$ cat src/sv/zss_pkg.sv
`timescale 1ns / 1ps
// Shared types, constants and signature decode for the ZIP signature scanner.
package zss_pkg;

    localparam int          SECTOR_BYTES   = 512;
    localparam logic [31:0] SECTOR_BYTES_W = 32'(SECTOR_BYTES);

    localparam logic [7:0] SIG_P     = 8'h50;
    localparam logic [7:0] SIG_K     = 8'h4B;
    localparam logic [7:0] LOC_B2    = 8'h03;
    localparam logic [7:0] LOC_B3    = 8'h04;
    localparam logic [7:0] CDIR_B2   = 8'h01;
    localparam logic [7:0] CDIR_B3   = 8'h02;
    localparam logic [7:0] EOCD_B2   = 8'h05;
    localparam logic [7:0] EOCD_B3   = 8'h06;

    localparam logic [1:0]  WIN_FULL    = 2'd3;
    localparam logic [31:0] POS_LAG     = 32'd3;
    localparam logic [31:0] COUNT_MAX   = 32'hFFFF_FFFF;
    localparam logic [2:0]  FLAGS_RESET = 3'b111;

    typedef enum logic [1:0] {
        KIND_LOCAL = 2'd0,
        KIND_CDIR  = 2'd1,
        KIND_EOCD  = 2'd2
    } t_kind;

    typedef struct packed {
        logic [7:0] data_byte;
        logic       sector_in_use;
        logic       last;
    } t_beat;

    typedef struct packed {
        logic [31:0] match_offset;
        t_kind       match_kind;
        logic [31:0] match_total;
    } t_result;

    typedef struct packed {
        logic  hit;
        t_kind kind;
    } t_kind_hit;

    function automatic t_kind_hit kind_of(input logic [7:0] b2, input logic [7:0] b3);
        t_kind_hit r;
        r.hit  = 1'b1;
        r.kind = KIND_LOCAL;
        priority if (b2 == LOC_B2 && b3 == LOC_B3) begin
            r.kind = KIND_LOCAL;
        end else if (b2 == CDIR_B2 && b3 == CDIR_B3) begin
            r.kind = KIND_CDIR;
        end else if (b2 == EOCD_B2 && b3 == EOCD_B3) begin
            r.kind = KIND_EOCD;
        end else begin
            r.hit = 1'b0;
        end
        return r;
    endfunction

endpackage

$ cat src/sv/zip_signature_scanner_top.sv
`timescale 1ns / 1ps
// Top level of the ZIP signature scanner.
//
// Input channel: one raw chunk byte per beat on i_data_byte with its sector
// in-use flag and a last flag on the final byte; i_valid offers, o_stall holds.
// Output channel: one beat per signature found (offset, kind, running total);
// o_valid offers, i_stall holds the beat steady.
// Config: i_start_sector_we writes i_start_sector, the chunk's first sector.
// Write it only between chunks with the pipeline drained.
// Throughput: one byte per cycle while o_stall is low. A match completed by a
// byte shows on o_valid once that byte's beat has passed the input register
// and then the result register, around the combinational window compare.
// A match is reported with the beat of its fourth byte; the window, position
// and match count clear after a beat with last set.
// Reset (synchronous, active low) empties both stages, clears the window and
// sets start sector to zero; o_stall is high while reset is held.
// When i_stall holds a result, the input register takes at most one more byte
// and holds it; o_stall stays high until the result is taken.
module zip_signature_scanner_top (
    input  logic        i_clk,
    input  logic        i_rst_n,
    input  logic        i_valid,
    output logic        o_stall,
    input  logic [7:0]  i_data_byte,
    input  logic        i_sector_in_use,
    input  logic        i_last,
    output logic        o_valid,
    input  logic        i_stall,
    output logic [31:0] o_match_offset,
    output logic [1:0]  o_match_kind,
    output logic [31:0] o_match_total,
    input  logic        i_start_sector_we,
    input  logic [31:0] i_start_sector
);
    import zss_pkg::*;

    logic    in_vld;
    t_beat   beat;
    logic    out_free;
    logic    fire;
    logic    hit;
    t_result result;

    assign fire = in_vld && out_free;

    zss_in_reg u_in_reg (
        .i_clk           (i_clk),
        .i_rst_n         (i_rst_n),
        .i_valid         (i_valid),
        .i_data_byte     (i_data_byte),
        .i_sector_in_use (i_sector_in_use),
        .i_last          (i_last),
        .i_advance       (out_free),
        .o_stall         (o_stall),
        .o_vld           (in_vld),
        .o_beat          (beat)
    );

    zss_scan u_scan (
        .i_clk             (i_clk),
        .i_rst_n           (i_rst_n),
        .i_fire            (fire),
        .i_beat            (beat),
        .i_start_sector_we (i_start_sector_we),
        .i_start_sector    (i_start_sector),
        .o_hit             (hit),
        .o_result          (result)
    );

    zss_out_reg u_out_reg (
        .i_clk          (i_clk),
        .i_rst_n        (i_rst_n),
        .i_fire         (fire),
        .i_hit          (hit),
        .i_result       (result),
        .i_stall        (i_stall),
        .o_free         (out_free),
        .o_valid        (o_valid),
        .o_match_offset (o_match_offset),
        .o_match_kind   (o_match_kind),
        .o_match_total  (o_match_total)
    );

endmodule

$ cat src/sv/zss_in_reg.sv
`timescale 1ns / 1ps
// Input register stage: captures one byte beat and holds it until the scan takes it.
module zss_in_reg (
    input  logic          i_clk,
    input  logic          i_rst_n,
    input  logic          i_valid,
    input  logic [7:0]    i_data_byte,
    input  logic          i_sector_in_use,
    input  logic          i_last,
    input  logic          i_advance,
    output logic          o_stall,
    output logic          o_vld,
    output zss_pkg::t_beat o_beat
);
    import zss_pkg::*;

    logic  r_vld;
    t_beat r_beat;
    logic  in_free;
    logic  accept;

    assign in_free = !r_vld || i_advance;
    assign o_stall = !i_rst_n || !in_free;
    assign accept  = i_valid && !o_stall;

    always_ff @(posedge i_clk) begin
        if (!i_rst_n) begin
            r_vld <= 1'b0;
        end else if (accept) begin
            r_vld <= 1'b1;
        end else if (i_advance) begin
            r_vld <= 1'b0;
        end
    end

    always_ff @(posedge i_clk) begin
        if (accept) begin
            r_beat.data_byte     <= i_data_byte;
            r_beat.sector_in_use <= i_sector_in_use;
            r_beat.last          <= i_last;
        end
    end

    assign o_vld  = r_vld;
    assign o_beat = r_beat;

endmodule

$ cat src/sv/zss_scan.sv
`timescale 1ns / 1ps
// Scan core: byte window, chunk state, signature compare and offset arithmetic.
module zss_scan (
    input  logic            i_clk,
    input  logic            i_rst_n,
    input  logic            i_fire,
    input  zss_pkg::t_beat  i_beat,
    input  logic            i_start_sector_we,
    input  logic [31:0]     i_start_sector,
    output logic            o_hit,
    output zss_pkg::t_result o_result
);
    import zss_pkg::*;

    logic [31:0] r_start_sector;
    logic [23:0] r_window, n_window;
    logic [2:0]  r_flags,  n_flags;
    logic [1:0]  r_vcnt,   n_vcnt;
    logic [31:0] r_pos,    n_pos;
    logic [31:0] r_count,  n_count;

    t_kind_hit   sig;
    logic        hit;
    logic [31:0] count_inc;

    assign sig = kind_of(r_window[7:0], i_beat.data_byte);
    assign hit = (r_vcnt == WIN_FULL) && !r_flags[2] &&
                 (r_window[23:16] == SIG_P) && (r_window[15:8] == SIG_K) && sig.hit;
    assign count_inc = (r_count == COUNT_MAX) ? r_count : r_count + 32'd1;

    always_comb begin
        o_result.match_offset = (r_start_sector * SECTOR_BYTES_W) + (r_pos - POS_LAG);
        o_result.match_kind   = sig.kind;
        o_result.match_total  = count_inc;
    end
    assign o_hit = hit;

    always_comb begin
        n_window = r_window;
        n_flags  = r_flags;
        n_vcnt   = r_vcnt;
        n_pos    = r_pos;
        n_count  = r_count;
        if (i_fire) begin
            if (i_beat.last) begin
                n_window = '0;
                n_flags  = FLAGS_RESET;
                n_vcnt   = '0;
                n_pos    = '0;
                n_count  = '0;
            end else begin
                n_window = {r_window[15:0], i_beat.data_byte};
                n_flags  = {r_flags[1:0], i_beat.sector_in_use};
                n_vcnt   = (r_vcnt == WIN_FULL) ? r_vcnt : r_vcnt + 2'd1;
                n_pos    = r_pos + 32'd1;
                if (hit) begin
                    n_count = count_inc;
                end
            end
        end
    end

    always_ff @(posedge i_clk) begin
        if (!i_rst_n) begin
            r_start_sector <= '0;
            r_window       <= '0;
            r_flags        <= FLAGS_RESET;
            r_vcnt         <= '0;
            r_pos          <= '0;
            r_count        <= '0;
        end else begin
            if (i_start_sector_we) begin
                r_start_sector <= i_start_sector;
            end
            r_window <= n_window;
            r_flags  <= n_flags;
            r_vcnt   <= n_vcnt;
            r_pos    <= n_pos;
            r_count  <= n_count;
        end
    end

endmodule

$ cat src/sv/zss_out_reg.sv
`timescale 1ns / 1ps
// Result register stage: holds one match beat until the receiver takes it.
module zss_out_reg (
    input  logic             i_clk,
    input  logic             i_rst_n,
    input  logic             i_fire,
    input  logic             i_hit,
    input  zss_pkg::t_result i_result,
    input  logic             i_stall,
    output logic             o_free,
    output logic             o_valid,
    output logic [31:0]      o_match_offset,
    output logic [1:0]       o_match_kind,
    output logic [31:0]      o_match_total
);
    import zss_pkg::*;

    logic    r_vld;
    t_result r_res;

    assign o_free = !r_vld || !i_stall;

    always_ff @(posedge i_clk) begin
        if (!i_rst_n) begin
            r_vld <= 1'b0;
        end else if (i_fire) begin
            r_vld <= i_hit;
        end else if (!i_stall) begin
            r_vld <= 1'b0;
        end
    end

    always_ff @(posedge i_clk) begin
        if (i_fire && i_hit) begin
            r_res <= i_result;
        end
    end

    assign o_valid        = r_vld;
    assign o_match_offset = r_res.match_offset;
    assign o_match_kind   = r_res.match_kind;
    assign o_match_total  = r_res.match_total;

endmodule

$ cat config.mk
export PLATFORM = sky130hd
export DESIGN_NAME = zip_signature_scanner_top
export DESIGN_NICKNAME = d
export VERILOG_FILES = /design/src/sv/zss_pkg.sv /design/src/sv/zip_signature_scanner_top.sv /design/src/sv/zss_in_reg.sv /design/src/sv/zss_scan.sv /design/src/sv/zss_out_reg.sv
export SDC_FILE = /design/constraint.sdc
export NUM_CORES = 1
export LEC_CHECK = 0
export CORE_MARGIN = 2
export CORE_UTILIZATION = 60
export DETAILED_ROUTE_END_ITERATION = 16
export DONT_BUFFER_PORTS = 1
export PLACE_DENSITY = 0.87
export REMOVE_ABC_BUFFERS = 1
export SLEW_MARGIN = 20
export SYNTH_ARGS = -nofsm -noshare
export SYNTH_HDL_FRONTEND = slang
export SYNTH_HIERARCHICAL = 1
export SYNTH_SLANG_ARGS = --single-unit
$ cat constraint.sdc
create_clock -name i_clk -period 3.2 [get_ports i_clk]
set_input_delay 0 -clock i_clk [delete_from_list [all_inputs] [get_ports i_clk]]
set_output_delay 0 -clock i_clk [all_outputs]
set_load 0.01 [all_outputs]
==> impl_metrics.toml <==
[outcome]
status = "finished, final reports clean"

[timing]
hold_viol = 0
skew_ns = 0.0237
relSlewSlack_pct = 59.8
final.setup.tns_ns = 0
setup_slack_ns = 0.174
report.final.setup_viol = 0
whs_ns = 0.0355
period_minus_slack_ns = 3.03
rsz0062_at_grt = "no"
worst_slew_pin_slew_ns = 0.598
period_share_pct = 94.6
slew_viol_final = 0
max_freq_ghz = 0.330

[synthesis]
synth.distinct_cells = 64
yosysTopAreaCell = "dfxtp_1"
async_flop_share_pct = 0
yosys_warnings = 6
synth_area_um2 = 10100
syn_inst = 1063
synth.avg_cell_area_um2 = 9.48
synth_seq_cells = 194
yosysSeqAreaShare_pct = 46.1
yosys.area.top_type_share_pct = 23.4
synth_flop_cell = "dfxtp_1"
synth_edf_count = 76
synthTopCellsByArea = "dfxtp_1, edfxtp_1, ha_1, xnor2_1, inv_1"

[job]
maxCapViolCount = 0

[finish]
fillers = 1167
area.sequential_um2 = 4640
fin_area_um2 = 11500
syn_to_final_growth_pct = 13.7
multi_input_area_um2 = 4810
drive_above_1_share_pct = 4.82
antennaDiodeCount = 0
mostFrequentLayoutCell = "dfxtp_1"
nNetsFinal = 1215
mostFrequentLayoutCells = "dfxtp_1, inv_1, edfxtp_1"

[drt]
post-route-drc-count = 0
routed_wl_mm = 20.8
drt_pre_antenna_iters = 6
drt_iter0_drc = 628
ant_nets = 0
vias = 7623
via_per_inst = 5.69
wl_per_cell_um = 15.6

[floorplanning]
die_w_um = 134
dieArea_um2 = 17900
io_pins = 115
start_util_pct = 61.0
core_um2 = 16500
die_y_um = 134
core.rowCount = 47

[global_route]
grt_pass1_wl_mm = 33.7
grt_util_all_layers_pct = 23.5
overflow = 0
antenna_found_initial = 0
grt_max_degree = 61
grtUsageMet2_pct = 39.5
met1_usage_pct = 29.9
grt_busiest_layer = "met2"
met3_usage_pct = 4.30
grt_pass1_vias = 7184

[power]
power_uw = 5300
vdd_ir_drop_max_uv = 378
p_leak_uw = 0.00453
power-per-cell-area_nw_per_um2 = 463

[setup_path]
timing_worst_setup_path_type = "register to register"
crit_path_end_kind = "register"
cp.arrival_ns = 3.22
required_ns = 3.40
cp_max_fo = 7
critPathLaunchType = "register"

[place]
numPortBuffers = 0
dpl_cell_area_um2 = 10300
hpwl_mm = 13.6
gp_congestion = 0.876
dp_slack_ns = 0.287

[clock_network]
cts_made_buffers = 17
cts_tree = "yes"
cts_buffer_depth = 2
cts_root_buffer = "clkbuf_16"
clock_latency_ns = 0.45
htree_levels = 4
clk_pin_slew_ns = 0.07
cts_sinks = 194

[min_path]
hp-class = "input port to register"
sequential cells by signal, indices dropped and copies added (netlist names):
register                  flops
u_out_reg/o_match_offset     32
u_out_reg/o_match_total      32
u_scan/r_count               32
u_scan/r_pos                 32
u_scan/r_window              24
u_scan/r_start_sector        23
u_in_reg/o_beat              10
u_scan/r_flags                3
u_out_reg/o_match_kind        2
u_scan/r_vcnt                 2
u_in_reg/o_vld                1
u_out_reg/o_valid             1
cells in the mapped netlist (5+ instances only):
master and instances:
dfxtp_1 118, inv_1 110, edfxtp_1 76, nor2_1 73
nand2_1 67, xnor2_1 64, a21oi_1 62, ha_1 61
nor2b_1 52, clkbuf_1 39, o21ai_1 32, nand3_1 31
mux2i_1 28, o21ai_0 20, nand4_1 19, xor2_1 19
and3_1 17, o31ai_1 17, a21o_1 14, and4_1 14
and2_1 13, a31oi_1 12, nor3_1 10, a22oi_1 8
nor4_1 8, or3_1 8, buf_2 7, o21a_1 6
a211oi_1 5, nand2b_1 5
path summary, 6_finish.rpt:
kind	from	end	slack (ns)	depth (start not counted)
hold / removal	i_valid	u_in_reg/o_beat[0]	0.04	1
setup reg to reg	u_scan/r_pos[10]	u_out_reg/o_match_offset[27]	0.17	10
setup / recovery	u_scan/r_pos[10]	u_out_reg/o_match_offset[27]	0.17	10
hold reg to reg	u_in_reg/o_beat[1]	u_scan/r_flags[0]	0.49	2
report_power, final:
group	switching (uW)	internal, uW	total [uW]	leakage [uW]
clock	953	1090	2040	0.000267
sequential	19.5	2610	2630	0.00171
combinational	342	287	630	0.00255
routing by layer:
| layer | vias up | share of wire (%) |
|---|---|---|
| li1 | 3775 | - |
| met3 | 38 | 4.5 |
| met5 | - | 0 |
| met1 | 3584 | 45 |
| met4 | 0 | 2.2 |
| met2 | 226 | 48 |
metrics by stage:
step                utilization [%]  std cells
floorplan                         -       1013
global placement               62.2       1247
detailed placement             62.2       1247
CTS                            69.3       1340
global route                   69.4       1340
finish                         69.4       1340
kinds of logic after synthesis:
| kind of cell | synth area share [%] |
|---|---|
| and+or+nand+nor | 17.6 |
| AOI/OAI and AO/OA | 12.4 |
| DFF | 46.1 |
| buffers and inverters | 6.19 |
| xor gates and xnor gates | 7.21 |
| adders and majority gates | 7.57 |
| muxes | 2.89 |
critical path, stage by stage (launching register included):
cell and delay (ns):
dfxtp_1 0.35, inv_1 0.07, ha_1 0.29, inv_1 0.04, ha_1 0.39, a21oi_1 0.19, o21ai_0 0.15, o31ai_1 0.48
a21oi_2 0.22, mux2i_1 0.17, a2111oi_0 0.44
area by class of cell:
type,instances,area share [%]
Tap cell,220,2.40
Clock inverter,12,1.11
Sequential cell,194,40.5
Clock buffer,20,3.81
Multi-Input combinational cell,709,42.0
Inverter,110,3.60
Timing Repair Buffer,75,6.55
repair_timing:
action                                 4_1_cts  5_1_grt
setup endpoints to repair                    0        1
buffers inserted                             0        0
endpoints found under the hold margin       93        0
resized for setup                            0        1
hold buffers                                61        0
(Power assumes the default switching activity.)
